**src/afmt_pkg.sv**
```systemverilog
// Package for the AX.25 frame to monitor text block.
// Holds the channel word types, character constants and callsign helpers.
// No dependencies.
package afmt_pkg;

  typedef struct packed {
    logic [7:0] data_byte;
    logic       frame_end;
  } in_t;

  typedef struct packed {
    logic [7:0] out_char;
    logic       line_end;
    logic       drop_line;
  } out_t;

  localparam logic [3:0] KissTypeMask = 4'hF;
  localparam logic [7:0] CtrlUi       = 8'h03;
  localparam logic [7:0] PidNone      = 8'hF0;
  localparam logic [7:0] ChCr         = 8'h0D;
  localparam logic [7:0] ChLf         = 8'h0A;
  localparam logic [7:0] ChSpace      = 8'h20;
  localparam logic [7:0] ChTilde      = 8'h7E;
  localparam logic [7:0] ChGt         = 8'h3E;
  localparam logic [7:0] ChColon      = 8'h3A;
  localparam logic [7:0] ChComma      = 8'h2C;
  localparam logic [7:0] ChStar       = 8'h2A;
  localparam logic [7:0] ChDash       = 8'h2D;
  localparam logic [7:0] ChZero       = 8'h30;
  localparam logic [7:0] ChOne        = 8'h31;
  localparam logic [2:0] AddrLastByte = 3'd6;
  localparam logic [3:0] InvLastPos   = 4'd8;

  // Letter, digit or space after the address shift
  function automatic logic call_char_ok(input logic [6:0] c);
    logic ok;
    ok = (c >= 7'h30 && c <= 7'h39) || (c >= 7'h41 && c <= 7'h5A) ||
         (c >= 7'h61 && c <= 7'h7A) || (c == 7'h20);
    return ok;
  endfunction

  // Text for a callsign with a bad character
  function automatic logic [7:0] invalid_char(input logic [3:0] pos);
    logic [7:0] c;
    case (pos)
      4'd0:    c = 8'h5B;
      4'd1:    c = 8'h69;
      4'd2:    c = 8'h6E;
      4'd3:    c = 8'h76;
      4'd4:    c = 8'h61;
      4'd5:    c = 8'h6C;
      4'd6:    c = 8'h69;
      4'd7:    c = 8'h64;
      default: c = 8'h5D;
    endcase
    return c;
  endfunction

endpackage

```
**src/ax25_frame_to_monitor_text.sv**
```systemverilog
// Top level of the AX.25 frame to monitor text block.
// Depends on afmt_pkg for word types, constants and callsign helpers.
//
// Usage:
//   The input channel takes one frame byte per word, the KISS type byte
//   first, with frame_end set on the last byte. The output channel gives
//   one character of the monitor line per word, SOURCE>DEST,DIGI*:info
//   then CR LF; line_end marks the LF. A rejected frame ends in a word
//   with drop_line and line_end set: discard the partial line.
//   Throughput: KISS, control and most address bytes are taken one per
//   cycle, and info and PID bytes push their character in the accept
//   cycle, one per cycle, while the sink keeps up. The seventh byte of an
//   address starts a text burst that holds off the input: a callsign
//   steps through the comma slot, a read and a check of each address
//   character (spaces included) and the dash and SSID characters, or
//   the invalid text instead, then the star slot; '>', CR and LF are
//   items of their own. Latency: info, PID and drop words appear the
//   cycle after their byte is accepted; a burst's characters come after
//   the registered job and, for an address character, its memory read.
//   Reset clears all control state; the address memory needs no clearing.
//   When the sink stalls, the output register holds its word and the
//   input is not taken until that word can be replaced.
module ax25_frame_to_monitor_text #(
  parameter int unsigned MAX_DIGIS = 6
) (
  input  logic           clk_i,
  input  logic           rst_ni,
  input  logic           in_valid_i,
  output logic           in_ready_o,
  input  afmt_pkg::in_t  in_data_i,
  output logic           out_valid_o,
  input  logic           out_ready_i,
  output afmt_pkg::out_t out_data_o
);
  import afmt_pkg::*;

  typedef enum logic [2:0] {
    PH_KISS, PH_ADDR, PH_CTRL, PH_PID, PH_INFO
  } phase_e;

  typedef enum logic [2:0] {
    C_START, C_INV, C_RD, C_CHK, C_DASH, C_TEN, C_ONE, C_STAR
  } call_e;

  // Burst items, bit order is emit order
  localparam int ItA  = 0;
  localparam int ItGt = 1;
  localparam int ItB  = 2;
  localparam int ItCr = 3;
  localparam int ItLf = 4;

  // Control state
  phase_e     phase_q, phase_d;
  logic [2:0] bia_q, bia_d;
  logic [3:0] anum_q, anum_d;
  logic       pvalid_q, pvalid_d;
  logic       rej_q, rej_d;
  logic [1:0] dst_p_q, dst_p_d, cur_p_q, cur_p_d, pnd_p_q, pnd_p_d;

  // Address metadata by role
  logic       c_bad_q, c_nsp_q;
  logic       d_bad_q;
  logic [3:0] d_ssid_q;
  logic       p_bad_q, p_nsp_q, p_h_q;
  logic [3:0] p_ssid_q;

  // Burst job
  logic [4:0] todo_q, todo_d;
  logic [1:0] ja_slot_q, jb_slot_q;
  logic       ja_bad_q, jb_bad_q, ja_comma_q, jb_comma_q, ja_star_q, jb_star_q;
  logic [3:0] ja_ssid_q, jb_ssid_q;
  logic [1:0] ja_slot_d, jb_slot_d;
  logic       ja_bad_d, jb_bad_d, ja_comma_d, jb_comma_d, ja_star_d, jb_star_d;
  logic [3:0] ja_ssid_d, jb_ssid_d;

  call_e      sub_q, sub_d;
  logic [3:0] pos_q, pos_d;

  // Address memory: three slots of eight bytes
  logic [7:0] mem_q [24];
  logic [7:0] rdata_q;
  logic [4:0] rd_addr;
  logic       rd_en;

  // Output register
  logic       ov_q;
  out_t       out_q;

  logic       can_push, idle, accept;
  logic [6:0] in_c;
  logic       last, empty_cur, empty_pnd, cur_h;
  logic [3:0] new_ssid;
  logic       a_push;
  out_t       a_word;
  logic       a_wr;
  logic       rej, done;

  assign can_push    = !ov_q || out_ready_i;
  assign idle        = (todo_q == '0);
  assign in_ready_o  = idle && can_push;
  assign accept      = in_valid_i && in_ready_o;
  assign out_valid_o = ov_q;
  assign out_data_o  = out_q;

  assign in_c      = in_data_i.data_byte[7:1];
  assign last      = in_data_i.data_byte[0];
  assign cur_h     = in_data_i.data_byte[7];
  assign new_ssid  = in_data_i.data_byte[4:1];
  assign empty_cur = !c_bad_q && !c_nsp_q && (new_ssid == 4'd0);
  assign empty_pnd = !p_bad_q && !p_nsp_q && (p_ssid_q == 4'd0);

  // Decide the step for an accepted byte
  always_comb begin
    phase_d    = phase_q;
    bia_d      = bia_q;
    anum_d     = anum_q;
    pvalid_d   = pvalid_q;
    rej_d      = rej_q;
    dst_p_d    = dst_p_q;
    cur_p_d    = cur_p_q;
    pnd_p_d    = pnd_p_q;
    todo_d     = '0;
    ja_slot_d  = ja_slot_q;
    jb_slot_d  = jb_slot_q;
    ja_bad_d   = ja_bad_q;
    jb_bad_d   = jb_bad_q;
    ja_ssid_d  = ja_ssid_q;
    jb_ssid_d  = jb_ssid_q;
    ja_comma_d = ja_comma_q;
    jb_comma_d = jb_comma_q;
    ja_star_d  = ja_star_q;
    jb_star_d  = jb_star_q;
    a_push     = 1'b0;
    a_word     = '0;
    a_wr       = 1'b0;
    rej        = 1'b0;
    done       = 1'b0;
    if (rej_q) begin
      if (in_data_i.frame_end) begin
        rej_d   = 1'b0;
        phase_d = PH_KISS;
      end
    end else begin
      case (phase_q)
        PH_ADDR: begin
          a_wr = 1'b1;
          if (bia_q != AddrLastByte) begin
            bia_d = bia_q + 3'd1;
          end else begin
            bia_d = '0;
            if (anum_q == 4'd0) begin
              dst_p_d = cur_p_q;
              cur_p_d = dst_p_q;
              anum_d  = 4'd1;
            end else if (anum_q == 4'd1) begin
              if (!last && MAX_DIGIS == 0) begin
                rej = 1'b1;
              end else begin
                todo_d[ItA]  = 1'b1;
                todo_d[ItGt] = 1'b1;
                todo_d[ItB]  = 1'b1;
                ja_slot_d  = cur_p_q;
                ja_bad_d   = c_bad_q;
                ja_ssid_d  = new_ssid;
                ja_comma_d = 1'b0;
                ja_star_d  = 1'b0;
                jb_slot_d  = dst_p_q;
                jb_bad_d   = d_bad_q;
                jb_ssid_d  = d_ssid_q;
                jb_comma_d = 1'b0;
                jb_star_d  = 1'b0;
                if (last) phase_d = PH_CTRL;
                else anum_d = 4'd2;
              end
            end else begin
              if (!last && (int'(anum_q) - 1 >= int'(MAX_DIGIS))) begin
                rej = 1'b1;
              end else begin
                todo_d[ItA] = pvalid_q && !empty_pnd;
                ja_slot_d  = pnd_p_q;
                ja_bad_d   = p_bad_q;
                ja_ssid_d  = p_ssid_q;
                ja_comma_d = 1'b1;
                ja_star_d  = p_h_q && !cur_h;
                if (last) begin
                  todo_d[ItB] = !empty_cur;
                  jb_slot_d  = cur_p_q;
                  jb_bad_d   = c_bad_q;
                  jb_ssid_d  = new_ssid;
                  jb_comma_d = 1'b1;
                  jb_star_d  = cur_h;
                  pvalid_d   = 1'b0;
                  phase_d    = PH_CTRL;
                end else begin
                  pnd_p_d  = cur_p_q;
                  cur_p_d  = pnd_p_q;
                  pvalid_d = 1'b1;
                  anum_d   = anum_q + 4'd1;
                end
              end
            end
          end
        end
        PH_CTRL: begin
          if (in_data_i.data_byte != CtrlUi) rej = 1'b1;
          else phase_d = PH_PID;
        end
        PH_PID: begin
          if (in_data_i.data_byte != PidNone) begin
            rej = 1'b1;
          end else begin
            a_push          = 1'b1;
            a_word.out_char = ChColon;
            phase_d         = PH_INFO;
            done            = in_data_i.frame_end;
          end
        end
        PH_INFO: begin
          a_push          = 1'b1;
          a_word.out_char = (in_data_i.data_byte >= ChSpace &&
                             in_data_i.data_byte <= ChTilde) ?
                            in_data_i.data_byte : ChSpace;
          done            = in_data_i.frame_end;
        end
        default: begin
          if ((in_data_i.data_byte[3:0] & KissTypeMask) != 4'd0) begin
            rej = 1'b1;
          end else begin
            phase_d  = PH_ADDR;
            bia_d    = '0;
            anum_d   = '0;
            pvalid_d = 1'b0;
          end
        end
      endcase
      if (in_data_i.frame_end && !done) rej = 1'b1;
      if (rej) begin
        todo_d           = '0;
        a_push           = 1'b1;
        a_word           = '0;
        a_word.line_end  = 1'b1;
        a_word.drop_line = 1'b1;
        pvalid_d         = 1'b0;
        bia_d            = '0;
        anum_d           = '0;
        phase_d          = PH_KISS;
        rej_d            = !in_data_i.frame_end;
      end else if (done) begin
        todo_d[ItCr] = 1'b1;
        todo_d[ItLf] = 1'b1;
        phase_d      = PH_KISS;
        bia_d        = '0;
        anum_d       = '0;
        pvalid_d     = 1'b0;
      end
    end
  end

  // Burst sequencer: walk the pending items, one callsign unit
  logic [4:0] low_bit;
  logic       sq_push, sq_le, it_done, is_a, is_call;
  logic [7:0] sq_char;
  logic       cs_bad, cs_comma, cs_star;
  logic [3:0] cs_ssid;
  logic [1:0] cs_slot;
  logic [6:0] rd_c;
  logic [3:0] ones;

  assign low_bit  = todo_q & (~todo_q + 5'd1);
  assign is_a     = low_bit[ItA];
  assign is_call  = low_bit[ItA] || low_bit[ItB];
  assign cs_bad   = is_a ? ja_bad_q : jb_bad_q;
  assign cs_comma = is_a ? ja_comma_q : jb_comma_q;
  assign cs_star  = is_a ? ja_star_q : jb_star_q;
  assign cs_ssid  = is_a ? ja_ssid_q : jb_ssid_q;
  assign cs_slot  = is_a ? ja_slot_q : jb_slot_q;
  assign rd_c     = rdata_q[7:1];
  assign ones     = (cs_ssid >= 4'd10) ? cs_ssid - 4'd10 : cs_ssid;
  assign rd_addr  = {cs_slot, pos_q[2:0]};

  always_comb begin
    sq_push = 1'b0;
    sq_le   = 1'b0;
    sq_char = '0;
    it_done = 1'b0;
    sub_d   = sub_q;
    pos_d   = pos_q;
    rd_en   = 1'b0;
    if (!idle) begin
      if (!is_call) begin
        sq_push = 1'b1;
        sq_char = low_bit[ItGt] ? ChGt : (low_bit[ItCr] ? ChCr : ChLf);
        sq_le   = low_bit[ItLf];
        it_done = can_push;
      end else begin
        case (sub_q)
          C_START: begin
            sq_push = cs_comma;
            sq_char = ChComma;
            if (!cs_comma || can_push) begin
              sub_d = cs_bad ? C_INV : C_RD;
              pos_d = '0;
            end
          end
          C_INV: begin
            sq_push = 1'b1;
            sq_char = invalid_char(pos_q);
            if (can_push) begin
              pos_d = pos_q + 4'd1;
              if (pos_q == InvLastPos) sub_d = C_STAR;
            end
          end
          C_RD: begin
            rd_en = 1'b1;
            sub_d = C_CHK;
          end
          C_CHK: begin
            sq_push = ({1'b0, rd_c} != ChSpace);
            sq_char = {1'b0, rd_c};
            if (!sq_push || can_push) begin
              pos_d = pos_q + 4'd1;
              sub_d = (pos_q[2:0] == AddrLastByte - 3'd1) ? C_DASH : C_RD;
            end
          end
          C_DASH: begin
            sq_push = (cs_ssid != 4'd0);
            sq_char = ChDash;
            if (!sq_push) sub_d = C_STAR;
            else if (can_push) sub_d = C_TEN;
          end
          C_TEN: begin
            sq_push = (cs_ssid >= 4'd10);
            sq_char = ChOne;
            if (!sq_push || can_push) sub_d = C_ONE;
          end
          C_ONE: begin
            sq_push = 1'b1;
            sq_char = ChZero + {4'd0, ones};
            if (can_push) sub_d = C_STAR;
          end
          default: begin
            sq_push = cs_star;
            sq_char = ChStar;
            if (!cs_star || can_push) begin
              it_done = 1'b1;
              sub_d   = C_START;
            end
          end
        endcase
      end
    end
  end

  // Address memory write on accept, registered read for the sequencer
  always_ff @(posedge clk_i) begin
    if (accept && a_wr) begin
      mem_q[{cur_p_q, bia_q}] <= in_data_i.data_byte;
    end
    if (rd_en) begin
      rdata_q <= mem_q[rd_addr];
    end
  end

  // Metadata and job payload
  always_ff @(posedge clk_i) begin
    if (accept && !rej_q && phase_q == PH_ADDR) begin
      if (bia_q == 3'd0) begin
        c_bad_q <= !call_char_ok(in_c);
        c_nsp_q <= ({1'b0, in_c} != ChSpace);
      end else if (bia_q != AddrLastByte) begin
        c_bad_q <= c_bad_q | !call_char_ok(in_c);
        c_nsp_q <= c_nsp_q | ({1'b0, in_c} != ChSpace);
      end else if (anum_q == 4'd0) begin
        d_bad_q  <= c_bad_q;
        d_ssid_q <= new_ssid;
      end else if (anum_q != 4'd1 && !last) begin
        p_bad_q  <= c_bad_q;
        p_nsp_q  <= c_nsp_q;
        p_ssid_q <= new_ssid;
        p_h_q    <= cur_h;
      end
    end
    if (accept) begin
      ja_slot_q  <= ja_slot_d;
      jb_slot_q  <= jb_slot_d;
      ja_bad_q   <= ja_bad_d;
      jb_bad_q   <= jb_bad_d;
      ja_ssid_q  <= ja_ssid_d;
      jb_ssid_q  <= jb_ssid_d;
      ja_comma_q <= ja_comma_d;
      jb_comma_q <= jb_comma_d;
      ja_star_q  <= ja_star_d;
      jb_star_q  <= jb_star_d;
    end
  end

  // Control state, sequencer state and output register
  always_ff @(posedge clk_i or negedge rst_ni) begin
    if (!rst_ni) begin
      phase_q  <= PH_KISS;
      bia_q    <= '0;
      anum_q   <= '0;
      pvalid_q <= 1'b0;
      rej_q    <= 1'b0;
      dst_p_q  <= 2'd0;
      cur_p_q  <= 2'd1;
      pnd_p_q  <= 2'd2;
      todo_q   <= '0;
      sub_q    <= C_START;
      pos_q    <= '0;
      ov_q     <= 1'b0;
      out_q    <= '0;
    end else begin
      if (accept) begin
        phase_q  <= phase_d;
        bia_q    <= bia_d;
        anum_q   <= anum_d;
        pvalid_q <= pvalid_d;
        rej_q    <= rej_d;
        dst_p_q  <= dst_p_d;
        cur_p_q  <= cur_p_d;
        pnd_p_q  <= pnd_p_d;
        todo_q   <= todo_d;
      end else if (it_done) begin
        todo_q <= todo_q & ~low_bit;
      end
      sub_q <= sub_d;
      pos_q <= pos_d;
      if (accept && a_push) begin
        ov_q  <= 1'b1;
        out_q <= a_word;
      end else if (sq_push && can_push) begin
        ov_q           <= 1'b1;
        out_q.out_char <= sq_char;
        out_q.line_end <= sq_le;
        out_q.drop_line <= 1'b0;
      end else if (out_ready_i) begin
        ov_q <= 1'b0;
      end
    end
  end

`ifndef NO_ASSERTIONS
  // Slot pointers always name three distinct slots
  assert property (@(posedge clk_i) disable iff (!rst_ni)
    (dst_p_q != cur_p_q) && (cur_p_q != pnd_p_q) && (dst_p_q != pnd_p_q))
    else $error("address slot pointers collide");

  // A swallowed frame has no burst in flight
  assert property (@(posedge clk_i) disable iff (!rst_ni)
    rej_q |-> (todo_q == '0))
    else $error("burst pending while frame is rejected");

  // Memory data is checked only after a read was issued
  assert property (@(posedge clk_i) disable iff (!rst_ni)
    (!idle && is_call && sub_q == C_CHK) |->
      ($past(sub_q) == C_RD || $past(sub_q) == C_CHK))
    else $error("memory data used without a read");

  // A drop word carries no character
  assert property (@(posedge clk_i) disable iff (!rst_ni)
    (ov_q && out_q.drop_line) |-> (out_q.line_end && out_q.out_char == 8'd0))
    else $error("malformed drop word");
`endif

endmodule

```
**config.mk**
```make
export PLATFORM = sky130hd
export DESIGN_NAME = ax25_frame_to_monitor_text
export DESIGN_NICKNAME = d
export VERILOG_FILES = /design/src/afmt_pkg.sv /design/src/ax25_frame_to_monitor_text.sv
export SDC_FILE = /design/constraint.sdc
export NUM_CORES = 1
export LEC_CHECK = 0
export ABC_CLOCK_PERIOD_IN_PS = 5530
export BUFFER_PORTS_ARGS = -buffer_cell sky130_fd_sc_hd__buf_2
export CAP_MARGIN = 30
export CORE_MARGIN = 2
export CORE_UTILIZATION = 45
export CTS_CLUSTER_SIZE = 14
export DETAILED_ROUTE_END_ITERATION = 10
export PLACE_DENSITY_LB_ADDON = 0.12
export SKIP_CTS_REPAIR_TIMING = 1
export SLEW_MARGIN = 20
export SYNTH_ARGS = -nofsm -noshare
export SYNTH_HDL_FRONTEND = slang
export SYNTH_SLANG_ARGS = --single-unit
```
**constraint.sdc**
```tcl
create_clock -name clk_i -period 5.53 [get_ports clk_i]
set_input_delay 0.553 -clock clk_i [delete_from_list [all_inputs] [get_ports clk_i]]
set_output_delay 0.553 -clock clk_i [all_outputs]
set_load 0.02 [all_outputs]
```
# ---- After elaboration in Yosys (flattened, before gate mapping)
# Memory sizes are Yosys's and may differ from the RTL's. A register that Yosys moved wholly into a read port is not among the register bits.
# Cells that the tools add are included.
dict set report classes {
  add_sub_neg 7
  bitwise 14
  reduce_logical 78
  n_lt_le_gt_ge 10
  eq_ne 48
  muxes 155
}
# cell n
set op_table {}
lappend op_table {{two-way mux 3 bit} 31}
lappend op_table {{two-way mux 4 bit} 19}
lappend op_table {{two-way mux 1 bit} 67}
lappend op_table {{case mux 8 bit (7 select lines)} 1}
lappend op_table {{two-way mux 10 bit} 4}
lappend op_table {{two-way mux 8 bit} 4}
lappend op_table {{two-way mux 2 bit} 13}
lappend op_table {{!= test 6 x 5 -> 1 bit (second input constant)} 4}
lappend op_table {{AND reduction 8 bit} 3}
lappend op_table {{case mux 3 bit (7 select lines)} 1}
lappend op_table {{logical AND 1 bit} 20}
lappend op_table {{!= test 2 bit (second input constant)} 10}
lappend op_table {{zero test 1 bit} 17}
lappend op_table {{!= test 4 x 3 -> 1 bit (second input constant)} 4}
lappend op_table {{case mux 8 bit (2 select lines)} 1}
lappend op_table {{equality test 3 bit (second input constant)} 5}
lappend op_table {{two-way mux 5 bit} 3}
lappend op_table {{greater-or-equal comparator 7 bit (second input constant)} 2}
lappend op_table {{<= comparator 7 bit (second input constant)} 2}
lappend op_table {{!= test 7 x 6 -> 1 bit (second input constant)} 2}
lappend op_table {{AND reduction 7 bit} 2}
lappend op_table {{equality test 3 x 2 -> 1 bit (second input constant)} 4}
lappend op_table {{zero test 4 bit} 3}
lappend op_table {{two-way mux 6 bit} 2}
lappend op_table {{other kinds (53)} 88}
dict set report word_totals {
  inputBits 13
  rom_bits 48
  mem_bits_rw 192
  word_cells 347
  regBits 73
  n_memories 2
}
# name depth width rd rd_clocked_by_memory_dff write_ports line_no
set memory_table {}
lappend memory_table {mem_q 24 8 1 1 1 ax25_frame_to_monitor_text.sv:80} ;# logic [7:0] mem_q [24];
lappend memory_table {{(no name shown)} 8 6 1 0 0 afmt_pkg.sv:45} ;# case (pos)

# ---- Depth between registers and ports, before layout
dict set report logic_depth {
  depth_word 14
  mapped_depth 11
  ltp_nobuf 8
}

# ---- Worst setup path after synthesis
# No wires, ideal clock.
dict set report synth_path {
  path_kind {input -> register}
  startpoint {in in_data_i[3] in the netlist's numbering}
  endpoint {reg out_q (netlist bit out_data_o[2])}
  path_stages 8
  setup_slack_ps 2712
  required_ps 5405
  arrival_time_ps 2693
  setup_time_ps 125
  cell_sequence {buf_2 -> or4_1 -> buf_2 -> o22ai_1 -> a211oi_1 -> a311o_2 -> a211oi_4 -> mux2_2}
}
dict set report synth_between {
  elab_chain_cells 12
}
# item line_no
set synth_rtl {}
lappend synth_rtl {{from (decl)} ax25_frame_to_monitor_text.sv:30} ;# input afmt_pkg::in_t in_data_i,
lappend synth_rtl {{!= test 8 bit} ax25_frame_to_monitor_text.sv:209} ;# if (in_data_i.data_byte != PidNone) begin
lappend synth_rtl {{two-way mux 1 bit} ax25_frame_to_monitor_text.sv:209}
lappend synth_rtl {{case mux 1 bit (2 select lines)} ax25_frame_to_monitor_text.sv:144} ;# case (phase_q)
lappend synth_rtl {{two-way mux 1 bit} ax25_frame_to_monitor_text.sv:138} ;# if (rej_q) begin
lappend synth_rtl {{zero test 1 bit} ax25_frame_to_monitor_text.sv:236} ;# if (in_data_i.frame_end && !done) rej = 1'b1;
lappend synth_rtl {{logical AND 1 bit} ax25_frame_to_monitor_text.sv:236}
lappend synth_rtl {{two-way mux 1 bit} ax25_frame_to_monitor_text.sv:236}
lappend synth_rtl {{two-way mux 1 bit} ax25_frame_to_monitor_text.sv:138}
lappend synth_rtl {{two-way mux 1 bit} ax25_frame_to_monitor_text.sv:237} ;# if (rej) begin
lappend synth_rtl {{two-way mux 1 bit} ax25_frame_to_monitor_text.sv:138}
lappend synth_rtl {{logical AND 1 bit} ax25_frame_to_monitor_text.sv:429} ;# if (accept && a_push) begin
lappend synth_rtl {{two-way mux 10 bit / nonzero test 2 bit (equally long branches)} --}
lappend synth_rtl {{to (signal assigned)} ax25_frame_to_monitor_text.sv:431} ;# out_q <= a_word;
lappend synth_rtl {{to (decl)} ax25_frame_to_monitor_text.sv:87} ;# out_t out_q;
# Several ways; a longest one is shown, not always the timed one. The select of a mux whose other input is x is not followed.
# A chain may end at the register's enable or synchronous reset.

# ---- Worst setup path in the final report
dict set report layout_path {
  startpoint {reg anum_q[1]}
  endpoint {reg out_q (netlist bit out_data_o[3])}
}
dict set report layout_between {
  elab_chain_cells 14
}
# item line_no
set layout_rtl {}
lappend layout_rtl {{from (decl)} ax25_frame_to_monitor_text.sv:55} ;# logic [3:0] anum_q, anum_d;
lappend layout_rtl {{from (signal assigned)} ax25_frame_to_monitor_text.sv:417} ;# anum_q <= anum_d;
lappend layout_rtl {{subtractor 4 x 1 -> 5 bit} ax25_frame_to_monitor_text.sv:176} ;# if (!last && (int'(anum_q) - 1 >= int'(MAX_DIGIS))) begin
lappend layout_rtl {{greater-or-equal comparator 5 x 4 -> 1 bit} ax25_frame_to_monitor_text.sv:176}
lappend layout_rtl {{logical AND 1 bit} ax25_frame_to_monitor_text.sv:176}
lappend layout_rtl {{two-way mux 1 bit} ax25_frame_to_monitor_text.sv:176}
lappend layout_rtl {{two-way mux 1 bit} ax25_frame_to_monitor_text.sv:155} ;# end else if (anum_q == 4'd1) begin
lappend layout_rtl {{two-way mux 1 bit (*)} ax25_frame_to_monitor_text.sv:151} ;# if (anum_q == 4'd0) begin
lappend layout_rtl {{two-way mux 1 bit (*)} ax25_frame_to_monitor_text.sv:147} ;# if (bia_q != AddrLastByte) begin
lappend layout_rtl {{case mux 1 bit (4 select lines) (*)} ax25_frame_to_monitor_text.sv:144}
lappend layout_rtl {{two-way mux 1 bit (*)} ax25_frame_to_monitor_text.sv:236}
lappend layout_rtl {{two-way mux 1 bit (*)} ax25_frame_to_monitor_text.sv:138}
lappend layout_rtl {{two-way mux 1 bit} ax25_frame_to_monitor_text.sv:237}
lappend layout_rtl {{two-way mux 1 bit} ax25_frame_to_monitor_text.sv:138}
lappend layout_rtl {{logical AND 1 bit} ax25_frame_to_monitor_text.sv:429}
lappend layout_rtl {{two-way mux 10 bit / nonzero test 2 bit (equally long branches)} --}
# Mark *: on every way between the ends. The rest lies on a longest branch, timed or not. The select of a mux whose other input is x is not followed.

==> qor.yml <==
outcome:
  outcome: "finished clean"
route:
  antenna_left: 0
  routedWlPerCell_um: 22.2
  drt_iter0_drc: 700
  firstDrtPassIters: 6
  wl_um: 27200
  drc_errors: 0
  via_per_inst: 5.91
  via_count: 7227
cells_and_area:
  post-route-cell-area_um2: 12800
  antennaDiodeCount: 0
  drive_above_1_share: 0.148
  fillers: 2202
  utilization: 0.508
  area_growth_pct: 11.4
  nNetsFinal: 896
floorplanning:
  start_util: 0.456
  die-area_um2: 26700
  die_y_um: 164
  io_pins: 25
  placementRows: 58
  die_w_um: 164
  core_area_um2: 25100
timing:
  hold_viol_final: 0
  slew_headroom: 0.370
  rsz0062_at_grt: "no"
  max_freq_mhz: 274
  fin_tns_setup_ns: 0
  worstMarginPinSlew_ns: 0.943
  slew_viol_final: 0
  period_needed_ns: 3.65
  fin_skew_ns: 0.00969
  setup_violations: 0
  fin_crit_sh: 0.661
critical_path:
  cp_slowest_stage_delay_ns: 0.54
  crit_path_top_delay_cell: "and2_1"
  critical_path.max_fanout: 24
  r2r_start: "anum_q[1]"
  start_kind: "flop"
  worstRegToRegCells: 8
  critPathRequiredTime_ns: 5.94
  cp_cell_sequence: "inv_1, ha_1, and2_1, inv_1, and3_1, a311o_2, a211oi_4, mux2_2"
  endpoint_kind: "flop"
  reg2reg_slack_ns: 1.88
  critPathArrivalTime_ns: 4.06
  crit_buf_inv: 2
  r2r_end: "out_data_o[3]"
  path_class: "flop to flop"
  cp_top_family: "compound AO/OA/AOI/OAI gates"
  crit_path_frequent_cell: "inv_1"
placed_design:
  hpwl_um: 18700
  placed_area_um2: 11900
  numPortBuffers: 24
  routabilityCongestion: 0.881
yosys:
  yosysWarnings: 0
  netlist_area_um2: 11400
  seq_area_frac_synth: 0.633
  syn_inst: 856
  synth_ff_type: "edfxtp_1"
  synth.distinct_cells: 74
  synthArstFlopShare: 0.165
  postSynthNetCount: 880
  synth-edff-count: 207
  ys_ff_latch: 248
  syn_avg_cell_area_um2: 13.4
min_path:
  whs_path_depth: 3
  whs_endpoint: "todo_q[3]"
  hp-class: "input port to flop"
  worstHoldStart: "in_data_i[0]"
grt:
  grtUsageTotal: 0.208
  grt_pass1_wl_um: 42000
  grt_pass1_vias: 7091
  antenna_found_initial: 0
  grt.met3_usage: 0.0302
  grt_max_degree: 42
  grtUsageMet1: 0.310
  busiest_layer: "met2"
  met2_usage: 0.326
  overflow: 0
flow_run:
  drv_cap: 0
clock_network:
  clkLatencyLatePin_ns: 0.53
  clock-sinks: 248
  h-tree-depth: 1
  cts_buffers: 27
  cts-root-buf: "clkbuf_16"
  max-clock-path-buffers: 3
  cts_tree: "built"
  clkTransAtPathRegs_ns: 0.06
power:
  power_density_nw_per_um2: 321
  irDropWorstVdd_mv: 0.240
  leakage_nw: 4.69
==> Yosys cell counts (all sizes together), types with 12 or more instances <==
| master | count | share of area |
|---|---|---|
| edfxtp | 207 | 0.54 |
| nand2 | 98 | 0.032 |
| nor2 | 62 | 0.020 |
| mux2i | 48 | 0.042 |
| dfrtp | 39 | 0.085 |
| clkbuf | 37 | 0.012 |
| o21ai | 34 | 0.015 |
| mux4 | 28 | 0.055 |
| a21oi | 25 | 0.011 |
| inv | 21 | 0.0069 |
| mux2 | 17 | 0.017 |
| buf | 15 | 0.0068 |
| nor3 | 15 | 0.0070 |
| nand3 | 14 | 0.0061 |
| nand2b | 12 | 0.0066 |
==> how the worst max path moves through the flow <==
stage,from,to,slack (ns),cells past startpoint
6_report,anum_q[1],out_data_o[3],1.88,8
5_1_grt,anum_q[1],out_data_o[3],1.65,8
4_1_cts,anum_q[1],out_data_o[3],1.91,8
3_5_place_dp,anum_q[1],out_data_o[3],1.92,8
3_3_place_gp,todo_q[0],mem_q[6][2],1.84,6
2_1_floorplan,in_data_i[3],out_data_o[2],2.71,8
==> tightest hold or removal path, cell delays in order <==
cell	delay, ns
buf_2	0.18
nand2_1	0.07
o21ai_0	0.07
==> cells by family after synthesis <==
logic type / after synthesis / synth area share
and+or+nand+nor: 261 / 0.110
adders and majority gates: 13 / 0.0138
muxes: 93 / 0.114
buffers and inverters: 74 / 0.0261
DFF: 248 / 0.633
AOI/OAI and AO/OA: 167 / 0.104
==> final cells by class <==
type / count / area (um^2) / area share
multi-input combinational: 534 / 3910 / 0.306
tap: 330 / 413 / 0.0324
clock buffer: 29 / 683 / 0.0535
timing repair buffer: 39 / 280 / 0.0220
sequential: 248 / 7250 / 0.568
inverter: 22 / 82.6 / 0.00647
clock inverter: 21 / 145 / 0.0114
==> registers in the layout (all words and copies together), names as in the netlist, 5 cells and up <==
| register | count |
|---|---|
| mem_q | 168 |
| out_data_o | 10 |
| rdata_q | 7 |
| todo_q | 5 |
==> cells in the final DEF (no fill, tap or decap), types with 5 or more instances in the layout <==
| cell type | instances |
|---|---|
| edfxtp_1 | 207 |
| nand2_1 | 98 |
| nor2_1 | 62 |
| mux2i_1 | 48 |
| dfrtp_1 | 38 |
| o21ai_0 | 33 |
| mux4_2 | 28 |
| clkbuf_16 | 27 |
| buf_2 | 27 |
| a21oi_1 | 24 |
| inv_1 | 21 |
| mux2_2 | 17 |
| nand3_1 | 14 |
| nor3_1 | 14 |
| nand2b_1 | 12 |
| clkinv_1 | 12 |
| ha_1 | 11 |
| o211ai_1 | 10 |
| a22oi_1 | 8 |
| a221oi_1 | 8 |
| buf_4 | 8 |
| and3_1 | 7 |
| o22ai_1 | 7 |
| nor2b_1 | 7 |
| nor3b_1 | 7 |
| a211oi_1 | 7 |
| a22o_1 | 7 |
| clkinv_2 | 7 |
| o221ai_1 | 6 |
| nand4_1 | 6 |
| a31oi_1 | 6 |
| a311oi_1 | 5 |
| a21o_1 | 5 |
==> power by group <==
part | switching [W] | internal (W) | leakage [nW]
Clock | 0.000688 | 0.000978 | 0.412
Combinational | 0.000233 | 0.000117 | 1.87
Sequential | 0.0000263 | 0.00205 | 2.41
Total | 0.000947 | 0.00315 | 4.69
==> metrics by stage <==
step                      cells  power, W  hold slack, ns  worst slack, ns
after global placement     1166   0.00246           0.465             1.84
final                      1223   0.00410           0.405             1.88
after detailed placement   1168   0.00247           0.475             1.92
after global routing       1223   0.00425           0.422             1.65
after CTS                  1218   0.00413           0.207             1.91
after floorplan             856   0.00233           0.257             2.71
==> per-layer routing <==
layer | wire, um | part of all wire
met5 | 0 | 0
met2 | 12700 | 0.47
met1 | 12700 | 0.47
met4 | 437 | 0.016
met3 | 1360 | 0.050
No activity file was read; power rests on OpenSTA's default activity.
